### src/sv/lpi_pkg.sv
// ----------------------------------------------------------------------------
// lpi_pkg: shared types and constants for the line/plane intersection block
// Coordinate widths, request and result formats, and the record that moves
// down the divider chain.
// ----------------------------------------------------------------------------
package lpi_pkg;

  // Coordinate width (signed fixed point). The result does not depend on the
  // position of the binary point, so no fraction width is needed here.
  localparam int CW   = 32;
  localparam int DW   = CW + 1;          // b - a and p - a
  localparam int PPW  = CW + DW;         // n * (b - a)
  localparam int SW   = PPW + 2;         // sum of three products
  localparam int MW   = 2 * CW + 1;      // magnitude of num and den
  localparam int PW   = 3 * CW + 1;      // magnitude of (b - a) * num
  localparam int QS   = CW + 1;          // offset magnitude below 2^QS unless overflow
  localparam int QB   = QS + 1;          // quotient bits, one extra for rounding
  localparam int WKW  = MW + QB;         // partial remainder and dividend/quotient bits
  localparam int SUMW = CW + 4;          // start plus rounded offset

  typedef enum logic [1:0] {
    STATUS_OK    = 2'd0,
    STATUS_DEGEN = 2'd1,
    STATUS_SAT   = 2'd2
  } status_t;

  typedef struct packed {
    logic signed [CW-1:0] plane_px;
    logic signed [CW-1:0] plane_py;
    logic signed [CW-1:0] plane_pz;
    logic signed [CW-1:0] normal_x;
    logic signed [CW-1:0] normal_y;
    logic signed [CW-1:0] normal_z;
    logic signed [CW-1:0] start_x;
    logic signed [CW-1:0] start_y;
    logic signed [CW-1:0] start_z;
    logic signed [CW-1:0] end_x;
    logic signed [CW-1:0] end_y;
    logic signed [CW-1:0] end_z;
  } item_t;

  typedef struct packed {
    logic signed [CW-1:0] hit_x;
    logic signed [CW-1:0] hit_y;
    logic signed [CW-1:0] hit_z;
    status_t              status;
  } result_t;

  // One request in flight through the divider chain, all three axes.
  typedef struct packed {
    logic [2:0][CW-1:0]  start;
    logic [MW-1:0]       den;
    logic [2:0]          neg;
    logic [2:0]          ovf;
    logic                degen;
    logic [2:0][WKW-1:0] work;
  } div_item_t;

endpackage

### src/sv/lpi_back.sv
// ----------------------------------------------------------------------------
// lpi_back: rounding, final add and saturation
// Turns the doubled quotient into a rounded offset, adds it to the line
// start and clamps each axis to the coordinate range.
// ----------------------------------------------------------------------------
module lpi_back import lpi_pkg::*; (
  input  div_item_t in_item,
  output result_t   result
);

  localparam logic signed [SUMW-1:0] MAXV = SUMW'({1'b0, {(CW-1){1'b1}}});
  localparam logic signed [SUMW-1:0] MINV = -MAXV - SUMW'(1);

  logic signed [CW-1:0] hit [3];
  logic [2:0]           sat;

  always_comb begin
    logic [QB:0]             rnd;
    logic signed [CW+2:0]    offs;
    logic signed [SUMW-1:0]  sum;
    for (int i = 0; i < 3; i++) begin
      // The quotient carries one extra bit; adding one and dropping it rounds
      // half away from zero on the magnitude.
      rnd  = ((QB+1)'(in_item.work[i][QB-1:0]) + (QB+1)'(1)) >> 1;
      offs = in_item.neg[i] ? -(CW+3)'(rnd) : (CW+3)'(rnd);
      sum  = SUMW'($signed(in_item.start[i])) + SUMW'(offs);
      sat[i] = 1'b0;
      if (in_item.ovf[i]) begin
        sat[i] = 1'b1;
        hit[i] = in_item.neg[i] ? MINV[CW-1:0] : MAXV[CW-1:0];
      end else if (sum > MAXV) begin
        sat[i] = 1'b1;
        hit[i] = MAXV[CW-1:0];
      end else if (sum < MINV) begin
        sat[i] = 1'b1;
        hit[i] = MINV[CW-1:0];
      end else begin
        hit[i] = sum[CW-1:0];
      end
    end
  end

  always_comb begin
    if (in_item.degen) begin
      result.hit_x  = in_item.start[0];
      result.hit_y  = in_item.start[1];
      result.hit_z  = in_item.start[2];
      result.status = STATUS_DEGEN;
    end else begin
      result.hit_x  = hit[0];
      result.hit_y  = hit[1];
      result.hit_z  = hit[2];
      result.status = (sat != 3'b000) ? STATUS_SAT : STATUS_OK;
    end
  end

endmodule

### config.mk
export PLATFORM = sky130hd
export DESIGN_NAME = lpi_back
export DESIGN_NICKNAME = d
export VERILOG_FILES = /design/src/sv/lpi_pkg.sv /design/src/sv/lpi_back.sv
export SDC_FILE = /design/constraint.sdc
export NUM_CORES = 1
export LEC_CHECK = 0
export ABC_AREA = 1
export BUFFER_PORTS_ARGS = -buffer_cell sky130_fd_sc_hd__buf_4
export CORE_AREA = 2 2 221 223
export DETAILED_ROUTE_END_ITERATION = 7
export DIE_AREA = 0 0 223 225
export GPL_ROUTABILITY_DRIVEN = 0
export GPL_TIMING_DRIVEN = 0
export PLACE_DENSITY_LB_ADDON = 0.05
export REMOVE_ABC_BUFFERS = 1
export SYNTH_ARGS = -nofsm -noshare
export SYNTH_HDL_FRONTEND = slang
export SYNTH_SLANG_ARGS = --single-unit
export TNS_END_PERCENT = 30
### constraint.sdc
create_clock -name vclk -period 17.6
set_clock_uncertainty 0.2 [all_clocks]
set_input_delay 3.52 -clock vclk [all_inputs]
set_output_delay 3.52 -clock vclk [all_outputs]
set_load 0.01 [all_outputs]
==> results of run 1 <==
worst min-delay path, delay by kind of cell:
kind / cells / cell delay (ps)
simple gates: 1 / 40
buf+inv: 2 / 210
compound gates: 1 / 90
cell usage in the layout, fill, tap and decap left out, drive strengths merged, types with 3 or more instances in the layout:
cell	Yosys	routed
nand2	962	962
nor2	485	485
inv	340	340
buf	27	306
a21oi	246	246
xor2	168	168
nand3	139	139
ha	113	113
o21ai	73	73
nor3	67	67
xnor2	65	65
nand4	54	54
nor4	16	16
o21bai	12	12
nand3b	11	11
a31oi	10	10
o211ai	8	8
and2	7	7
a21o	7	7
or2	7	7
a21boi	6	6
clkinv	3	3
nor3b	3	3
and3	3	3
fa	3	3
synth_stat cells, drive strengths merged:
| library cell | instances | share of area, % |
|---|---|---|
| o21ai | 73 | 2.5 |
| xnor2 | 65 | 3.9 |
| a21o | 7 | 0.36 |
| a21boi | 6 | 0.34 |
| nand4 | 54 | 2.3 |
| nand2 | 962 | 25 |
| clkbuf | 27 | 0.70 |
| or2 | 7 | 0.32 |
| clkinv | 3 | 0.078 |
| o211ai | 8 | 0.42 |
| o21bai | 12 | 0.62 |
| nand3b | 11 | 0.57 |
| and2 | 7 | 0.30 |
| and3 | 3 | 0.13 |
| ha | 113 | 9.8 |
| buf | 27 | 1.0 |
| nand3 | 139 | 5.1 |
| a21oi | 246 | 8.8 |
| nor3 | 67 | 2.7 |
| nor2 | 485 | 14 |
| nor3b | 3 | 0.16 |
| fa | 3 | 0.42 |
| inv | 340 | 8.8 |
| nor4 | 16 | 0.74 |
| xor2 | 168 | 10 |
| a31oi | 10 | 0.43 |
cell families (layout without fill, tap and decap cells):
kind of cell / Yosys count / after routing / share of synthesized area (%)
other: 0 / 1 / 0
xor gates and xnor gates: 233 / 233 / 14.39
and+or+nand+nor: 1754 / 1754 / 51.22
buffers and inverters: 397 / 649 / 10.65
AOI/OAI and AO/OA: 362 / 362 / 13.54
adders and majority gates: 116 / 116 / 10.20
metrics by stage:
stage / worst slack, ps / total power [mW] / utilization [%] / instance area [sq um]
2_1_floorplan: 6152 / 0.4666 / - / 14190
3_3_place_gp: 4375 / 0.7287 / 36.26 / 17240
3_5_place_dp: 4363 / 0.7272 / 36.42 / 17320
4_1_cts: 4331 / 0.7320 / 36.42 / 17320
5_1_grt: 3861 / 0.8225 / 36.48 / 17350
6_report: 4296 / 0.7353 / 36.49 / 17350
where the power goes:
part	leakage (nW)	switching, mW	internal [mW]
clock network	0.00000634	0	0.00000000763
registers	0	0	0
logic	8.87	0.466	0.269
worst max path at each step:
stage	to	slack (ps)	cells after the start
after global placement	result[4]	4370	30
after floorplan	result[10]	6150	30
after detailed placement	result[4]	4360	30
after global routing	result[11]	3860	31
final	result[16]	4300	30
after CTS	result[4]	4330	30
per-layer routing:
metal / GRT usage, % / routed length [um] / vias to the layer above
met5: 0 / 18 / -
met4: 2.836 / 859 / 4
met3: 2.451 / 4007 / 39
met2: 38.87 / 27000 / 590
met1: 34.07 / 29950 / 8317
li1: - / - / 9632
area by class of cell:
type	instances	area [sq um]	share of cell area (%)
well taps	615	769.5	4.436
multi-input cells	2465	12930	74.53
repair buffers	306	2357	13.59
inverters	343	1290	7.436
diodes	1	2.502	0.01442
==> impl_metrics.ini, run 1 <==
[layout]
fill_cells = 5572
nClkBuffers = 0
final-seq-area_sq_um = 0
flops_and_latches = 0
drive_above_1_share_pct = 12.91
nets = 3697
area_growth_syn_to_layout_pct = 20.10
instances_no_fill = 3730

[setup_path]
crit_family = simple AND/OR/NAND/NOR gates
worst_path_largest_cell_delay_ps = 1050
path_max_fanout = 31
crit_path_start_kind = primary input
crit_start = in_item[198]
criticalPathCategory = primary input to primary output
setup.worst_path.end_class = primary output
crit_required_ps = 13880
cp.arrival_ps = 9580
critPathBufInv = 4
cp_slowest_cell = a21oi_2
crit_top_cell = nand2_1

[sta]
holdWs_ps = 7180
final-setup-viol-count = 0
fin_tns_setup_ps = 0
max_freq_mhz = 75.17
worst_slew_pin_slew_ps = 1335
slew_viol_final = 0
fin_crit_ps = 13300
finalHoldViolations = 0
period_share_pct = 75.59
rsz0062_at_grt = no
relSlewSlack_pct = 10.99

[placement]
hpwl_um = 54290
port_buffers = 303
dp_cells = 3728

[grt]
grt_use_total_pct = 23.65
first_global_vias = 17660
grt_first_pass_wirelength_um = 96140
grt_antenna_before_repair = 3
grt_overflow = 0
grt_max_degree = 72

[pwr]
pwr_density_cell_nw_per_um2 = 42.39
vdd_drop_max_mv = 0.01864
power_leakage_nw = 8.874

[floorplanning]
start_util_pct = 30.38
die_h_um = 225
io_pins = 563
die_x_um = 223
core_sq_um = 47550
core.rowCount = 80
die_area_sq_um = 50180

[worst_hold_path]
hold_class = primary input to primary output
hp-start = in_item[458]
min_to = result[27]
whs_path_depth = 4

[detailed_routing]
vias = 18580
dr.pass1.iters = 7
ant_nets = 0
wl_per_cell_um = 16.58
vias_per_cell = 4.982
drc = 0
drtIter0Drc = 1319
routed_wl_um = 61830

[synth]
ys_types = 45
seq_area_frac_synth_pct = 0
yosys_warnings = 0
postSynthAreaPerCell_sq_um = 5.047
netlist_area_sq_um = 14450
synth_cells = 2862

[clock_tree]
cts-resized-gates = 0
post_cts_buffers = 0
cts_hold_buf = 0

[run]
max-cap-violations = 0

[status]
status = completed
No activity file was read; power rests on OpenSTA's default activity.
==> run 2: changes to the inputs <==
ABC_AREA = 0   (was 1)
CORE_AREA = 2 2 222 224   (was 2 2 221 223)
DIE_AREA = 0 0 224 226   (was 0 0 223 225)
clock period = 11.2 ns   (was 17.6 ns; I/O delays follow)
==> run 2 against run 1 <==
Critical path type unchanged. Cell area down 7.5%. Core utilization down 3.3 points. Global-route usage down 3.5 points. Cell count down 23%. Critical endpoint is now result[38]. Highest routed layer unchanged.
==> impl_metrics.ini, run 2 <==
[pwr]
vdd_drop_max_mv = 0.03916
p_int_mw = 0.4705
switching_share_pct = 57.43
power_leakage_nw = 6.557
clkPwrFrac_pct = 0
pwr_density_cell_nw_per_um2 = 68.88
power_frac_comb_pct = 100.0
power.share.sequential_pct = 0
p_switching_mw = 0.6347

[detailed_routing]
ant_nets = 0
dr.pass1.iters = 6
routed_wl_um = 53520
vias_per_cell = 5.287
vias = 15150
wl_per_cell_um = 18.67
drtIter0Drc = 1015
drc = 0

[setup_path]
critical_path_depth = 27
cp.arrival_ps = 8370
critPathBufInv = 4
criticalPathCategory = primary input to primary output
crit_family = compound AO/OA/AOI/OAI gates
path_max_fanout = 7
worstSetupEndpoint = result[38]
crit_required_ps = 8760
setup.worst_path.end_class = primary output
crit_path_start_kind = primary input
worst_path_largest_cell_delay_ps = 620
crit_top_cell = buf_4
crit_start = in_item[99]
cp_slowest_cell = or4b_2

[synth]
yosysTopAreaCell = xnor2_1
synthTopCellsByCount = nand2_1 (219), a21oi_1 (208), xnor2_1 (195)
netlist_area_sq_um = 12900
synth_cells = 2019
yosysMostFrequentCell = nand2_1
synth_top_cell_area_share_pct = 13.24
yosys_warnings = 0
seq_area_frac_synth_pct = 0
synthTopCellsByArea = xnor2_1 (13%), ha_1 (11%), a21oi_1 (8.1%)
ys_types = 99
postSynthAreaPerCell_sq_um = 6.391

[placement]
hpwl_um = 45040
port_buffers = 303
dp_cells = 2839
dpl-instance-area_sq_um = 15570

[worst_hold_path]
hold_class = primary input to primary output

[sta]
period_share_pct = 96.50
final-setup-viol-count = 0
worst_slew_pin_slew_ps = 1291
finalHoldViolations = 0
fin_tns_setup_ps = 0
slew_viol_final = 0
relSlewSlack_pct = 13.96
fin_crit_ps = 10810
max_freq_mhz = 92.53

[layout]
instances_no_fill = 2866
final_common_cell = buf_4
drive_above_1_share_pct = 18.89
final_cell_mix = buf_4 (328), nand2_1 (219), a21oi_1 (203)
fin_area_sq_um = 16050
area_growth_syn_to_layout_pct = 24.36
flops_and_latches = 0
final-seq-area_sq_um = 0
nClkBuffers = 0
antenna_cells = 0
nets = 2827

[floorplanning]
die_h_um = 226
core.rowCount = 81
core_sq_um = 48340
io_pins = 563
start_util_pct = 26.69
die_area_sq_um = 50620
die_x_um = 224

[grt]
grt_overflow = 0
grt_max_degree = 109
first_global_vias = 14570
grt_use_total_pct = 20.12
grt_antenna_before_repair = 1
grt_first_pass_wirelength_um = 81920

[clock_tree]
cts_hold_buf = 0

[run]
max-cap-violations = 0

[status]
status = completed
## run 2: changes by cell type after synthesis, sizes merged, moves of 75 or more
cell / previous run / this run
inv: 340 / 74
nand2: 962 / 219
nor2: 485 / 143
nor2b: 0 / 75
xnor2: 65 / 195
xor2: 168 / 93
## run 2: cells by family (layout without fill, tap and decap cells)
family,count (synthesis),count (layout),share of synthesized area (%)
AOI/OAI and AO/OA,592,593,29.32
and+or+nand+nor,826,826,32.75
buffers and inverters,185,409,5.925
muxes,12,12,1.038
xor gates and xnor gates,288,288,19.55
adders and majority gates,116,116,11.42
## run 2: per-stage QoR
stage          util, %  setup slack (ps)  power [mW]  hold slack [ps]
5_1_grt          33.19            -16.14       1.221             4654
3_3_place_gp     32.01             -2530       1.050             4630
2_1_floorplan        -             337.9      0.6693             4280
6_report         33.19             392.4       1.105             4616
4_1_cts          32.55             6.254       1.080             4635
3_5_place_dp     32.22             -1046       1.054             4624
## run 2: layer usage
layer | wire length (um) | share of wire (%) | global-route usage [%] | vias to the layer above
met3 | 2610 | 4.9 | 2.329 | 35
met1 | 27930 | 52 | 30.54 | 6950
li1 | - | - | - | 7780
met2 | 22290 | 42 | 30.90 | 385
met4 | 680 | 1.3 | 2.258 | 2
met5 | 16 | 0.030 | 0 | -
## run 2: worst min path at each step
stage,to,slack (ps),cells after the start,startpoint
after floorplan,result[0],4280,0,in_item[297]
after global placement,result[95],4630,4,in_item[398]
after detailed placement,result[58],4620,3,in_item[425]
after CTS,result[95],4630,4,in_item[398]
after global routing,result[58],4650,3,in_item[425]
final,result[95],4620,4,in_item[398]
## run 2: layout make-up
cell class,instances,area (sq um)
Inverter,75,281.5
Timing Repair Buffer,334,2554
Fill cell,5344,32300
Tap cell,622,778.2
Multi-Input combinational cell,1835,12430
## run 2: power by group through the flow
stage          sequential [mW]  clock [mW]  combinational [mW]
6_report                     0           0                1.11
5_1_grt                      0           0                1.22
4_1_cts                      0           0                1.08
3_5_place_dp                 0           0                1.05
3_3_place_gp                 0           0                1.05
2_1_floorplan                0           0               0.669
## run 2: what timing repair did
action | 4_1_cts | 5_1_grt
pin swaps | 3 | 11
buffers inserted | 7 | 19
gates resized for setup | 18 | 33
cloned | 1 | 0
setup endpoints to repair | 87 | 94
